### config.mk
export PLATFORM = sky130hd
export DESIGN_NAME = lzhw_ctrl
export DESIGN_NICKNAME = d
export VERILOG_FILES = /design/src/hw/rtl/lzhw_pkg.sv /design/src/hw/rtl/lzhw_ctrl.sv
export SDC_FILE = /design/constraint.sdc
export NUM_CORES = 1
export LEC_CHECK = 0
export ABC_AREA = 1
export BUFFER_PORTS_ARGS = -buffer_cell sky130_fd_sc_hd__buf_2
export CAP_MARGIN = 0
export CORE_AREA = 3 3 40 42
export DETAILED_ROUTE_END_ITERATION = 6
export DIE_AREA = 0 0 43 45
export GPL_ROUTABILITY_DRIVEN = 0
export SKIP_LAST_GASP = 1
export SYNTH_ARGS = -nofsm -noshare
export SYNTH_HDL_FRONTEND = slang
export SYNTH_SLANG_ARGS = --single-unit
### constraint.sdc
create_clock -name clock -period 1.05 [get_ports clock]
set_clock_uncertainty 0.2 [all_clocks]
set_input_delay 0.105 -clock clock [delete_from_list [all_inputs] [get_ports clock]]
set_output_delay 0.105 -clock clock [all_outputs]
set_load 0.1 [all_outputs]
### src/hw/rtl/lzhw_pkg.sv
// Shared constants and transfer types of the LZ history window.
package lzhw_pkg;

   localparam int WINDOW_SIZE = 4096;
   localparam int ADDR_W      = $clog2(WINDOW_SIZE);
   localparam int MAX_COPY    = 64;
   localparam int LEN_W       = 7;
   localparam int DIST_W      = 13;
   localparam int BYTE_W      = 8;

   localparam logic CMD_LITERAL = 1'b0;
   localparam logic CMD_COPY    = 1'b1;

   typedef struct packed {
      logic              cmd;
      logic [BYTE_W-1:0] literal_byte;
      logic [DIST_W-1:0] copy_distance;
      logic [LEN_W-1:0]  copy_length;
   } req_type;

   typedef struct packed {
      logic [BYTE_W-1:0] out_byte;
      logic              last;
   } rsp_type;

   // Controller to datapath
   typedef struct packed {
      logic load;       // capture a copy transfer
      logic lit_write;  // append the literal byte
      logic read_en;    // read the source byte
      logic emit;       // append and emit the byte read
   } lzhw_cmd_type;

   // Datapath to controller
   typedef struct packed {
      logic copy_go;    // copy transfer with nonzero length
      logic last;       // current byte is the final one of the run
   } lzhw_stat_type;

endpackage

### src/hw/rtl/lzhw_ctrl.sv
// Controller state machine of the LZ history window.
module lzhw_ctrl
   import lzhw_pkg::*;
(
   input  logic          clock,
   input  logic          reset,
   input  logic          start,
   input  lzhw_stat_type stat,
   output lzhw_cmd_type  cmd,
   output logic          busy
);

   typedef enum logic [1:0] {
      ST_IDLE,
      ST_READ,
      ST_EMIT
   } state_type;

   state_type state_ff, state_in;
   logic      busy_ff, busy_in;
   logic      emit_ff, emit_in;
   logic      accept;

   assign accept = start && !busy_ff;

   always_comb begin
      state_in = state_ff;
      busy_in  = busy_ff;
      emit_in  = 1'b0;
      case (state_ff)
         ST_IDLE: begin
            if (accept && stat.copy_go) begin
               state_in = ST_READ;
               busy_in  = 1'b1;
            end
         end
         ST_READ: begin
            state_in = ST_EMIT;
            emit_in  = 1'b1;
         end
         ST_EMIT: begin
            if (stat.last) begin
               state_in = ST_IDLE;
               busy_in  = 1'b0;
            end else begin
               state_in = ST_READ;
            end
         end
         default: begin
            state_in = ST_IDLE;
            busy_in  = 1'b0;
         end
      endcase
   end

   always_ff @(posedge clock) begin
      if (reset) begin
         state_ff <= ST_IDLE;
         busy_ff  <= 1'b0;
         emit_ff  <= 1'b0;
      end else begin
         state_ff <= state_in;
         busy_ff  <= busy_in;
         emit_ff  <= emit_in;
      end
   end

   assign cmd.load      = accept && stat.copy_go;
   assign cmd.lit_write = accept && !stat.copy_go;
   assign cmd.read_en   = (state_ff == ST_READ);
   assign cmd.emit      = emit_ff;
   assign busy          = busy_ff;

endmodule

==> results summary <==
The run finished, with violations left. The checks that failed: hold timing, setup timing. The static leakage power is 0.1726 nW. The total count of max-transition violations in the final report came out at 0.

The worst setup path is launched from a flip-flop. The peak supply drop came out at 0.8197 mV. Using the TritonRoute via totals, the vias-per-cell ratio works out to 3.796. The starting density of the core is 13.05%. The timing-limited maximum frequency came out at 761.0 MHz.

The minimum hold slack came out at -47.42 ps. The arrival time of data at the critical path endpoint came out at 1010 ps. Synthesis inferred 4 register bits. The post-synthesis sequential area ratio is 47.76%.

The die width is 43 um. Sorting the synthesized cells by area gives the leading types as dfxtp_1 48%, nor3_1 9.0%, buf_4 9.0%, nor2_1 9.0%, a21oi_1 6.0%. The worst slew margin relative to its limit is 87.32%. The number of levels the H-tree was split into came out at 1. By area, the combinational part of the netlist is dominated by simple AND/OR/NAND/NOR gates. The number of buffers created by CTS is 3. The post-route total power is 0.5783 mW.

Setup slack on the critical path of the routed design comes to -264.1 ps. The placement-stage worst setup slack came out at -13.59 ps. No sink is reached through more buffers than the 2 on the longest clock path. The fraction of layout instances using a drive strength above 1 is 69.23%. The sum of negative setup slack came out at -837.2 ps.

The summed instance area of the synthesized netlist came out at 167.7 um2. The die covers 1935 um2. The boundary pin count came out at 10. The buffer type at the clock tree root is clkbuf_4. After detailed routing, the total wire length is 453 um. The CTS tree is built. By startpoint and endpoint, the worst setup path is classified as reg -> out. The share of the synthesized area in compound gates (AO/OA/AOI/OAI) is 8.955%.

Setup repair after global routing could not meet its margin everywhere. Summed over all layers, the global routing overflow is 0. The slew of the pin with the lowest slew margin came out at 189.9 ps. The net count of the finished layout is 45. The area growth from synthesis to final layout came out at 148.5%. The xor/xnor share of the synthesized area is 0%. Global routing used 5.671% of the available tracks across all layers. The final hold violation count was 2. The net count after synthesis came out at 27. The area share of fa/ha/maj cells after synthesis came out at 0%. The endpoint kind of the worst setup timing path is a primary output. The number of antenna violations at the first check in global routing is 0.

The min-delay analysis places its worst path in the category in -> reg. The detailed placer's ending HPWL came out at 338.7 um. After synthesis, the netlist uses 10 different library cells. Along the worst path, the maximum fanout reaches 4.

For this run, design rule violations remaining after detail routing come to 0. The finished cells cover 416.7 um2. The setup-violating endpoint count in the final report is 4. Including well taps, the total number of placed cells is 49.

The standard-cell row count is 13. The number of hold buffers added after cts came out at 1. The die outline height is 45 um.

The minimum clock period came out at 1314 ps. The area of the placeable core came out at 1285 um2. The post-route clock period utilization came out at 125.2%. The number of violations reported at the end of detailed-routing iteration 0 is 1. The number of clock sinks is 4. Counting every instance in the synthesized netlist gives 22. In the synthesized netlist, mux cells make up 0% of the area. The library cell used most frequently in the layout, excluding fill and tap cells, is buf_12. The mean area per synthesized cell is 7.621 um2.

The tool flagged a number of max-cap violations equal to 0. The biggest area contributor in the post-synthesis netlist is dfxtp_1. The setup slack on the worst flop-to-flop path came out at 10 ps. After detailed routing, the average wire length per cell comes to 8.389 um.

The number of optimization iterations in the first detailed-route pass is 2. The filler-free cell count of the finished design is 54. The routed via count came out at 205.

The required time of the critical path is 740 ps. The areal power density over the cells is 1388 nW/um2. The count of inserted antenna diode cells came out at 0.

The global-route wire length before repair is 759 um. The count of nets left with antenna violations once routing finished came out at 0. Clock-pin slew was measured on the worst setup and hold paths at 40 ps. The simple-gate portion of the synthesized area is 29.85%. The largest net degree at the start of global routing is 5. Summing all placed instances gives a cell area of 355.3 um2. In the layout the commonest cells are 5 x buf_12, 4 x buf_2, 4 x buf_4, 3 x nor2_1, 3 x clkbuf_4.

The number of buffers inserted by port buffering came out at 9. Of the post-synthesis cell area, the dominant cell type holds 47.76%. Once the clock tree was built, the setup fixing pass inserted 0 buffers. The later pin in the worst-skew pair is clocked with a latency of 240 ps.

The via count of the first global-routing pass came out at 199. The total of warnings raised by yosys came out at 0.
[state kept, by name, indices dropped and copies added (netlist names)]
register	count
emit_ff	1
busy	1
state_ff	2
[logic make-up after synthesis]
kind of cell	count (synthesis)
and+or+nand+nor	11
AOI/OAI and AO/OA	3
buffers and inverters	4
DFF	4
[final timing paths]
kind	start	end	cells past startpoint
worst min-delay path	stat[0]	state_ff[0]	4
worst max register to register	state_ff[0]	state_ff[0]	4
worst min register to register	state_ff[1]	state_ff[1]	2
worst max-delay path	busy	cmd[2]	2
[worst max-delay path, stage by stage, from the launching register on]
cell,delay (ps)
dfxtp_4,360
nor3_4,210
buf_12,200
[area by class of cell]
cell class	instances	area (um2)
fillers	145	868.3
repair buffers	15	171.4
multi-input cells	14	102.6
clock buffers	4	26.28
flip-flops and latches	4	90.09
inverters	2	7.507
well taps	15	18.77
[what timing repair did]
action                                  4_1_cts  5_1_grt
endpoints found under the hold margin         4        1
gates resized for setup                       5        6
pin swaps                                     2        6
endpoints found under the setup margin        5        7
[Yosys cell counts]
cell type,number
dfxtp_1,4
nor3_1,3
nand3_1,1
o21ai_0,1
a21oi_1,2
nand2_1,2
nor2_1,4
buf_4,2
inv_1,2
nor3b_1,1
[power by group]
| part | internal, mW | total [mW] | switching [mW] |
|---|---|---|---|
| combinational | 0.0771 | 0.196 | 0.119 |
| sequential | 0.159 | 0.169 | 0.0102 |
| clock | 0.143 | 0.213 | 0.0702 |
[per-stage QoR]
| step | hold WS, ps | utilization (%) |
|---|---|---|
| after floorplan | -35.64 | - |
| after global placement | 107.6 | 27.65 |
| after detailed placement | 117.1 | 27.65 |
| after CTS | -70.23 | 31.26 |
| after global routing | -30.39 | 32.42 |
| final | -47.42 | 32.42 |
[per-layer routing]
layer	wire length (um)	vias to the layer above	GRT usage, %
met5	0	-	0
met4	0	0	1.807
met3	64	0	5.976
met2	209	10	8.383
met1	179	90	5.327
li1	-	105	-
Note: power is estimated with default switching activity, not from simulation.
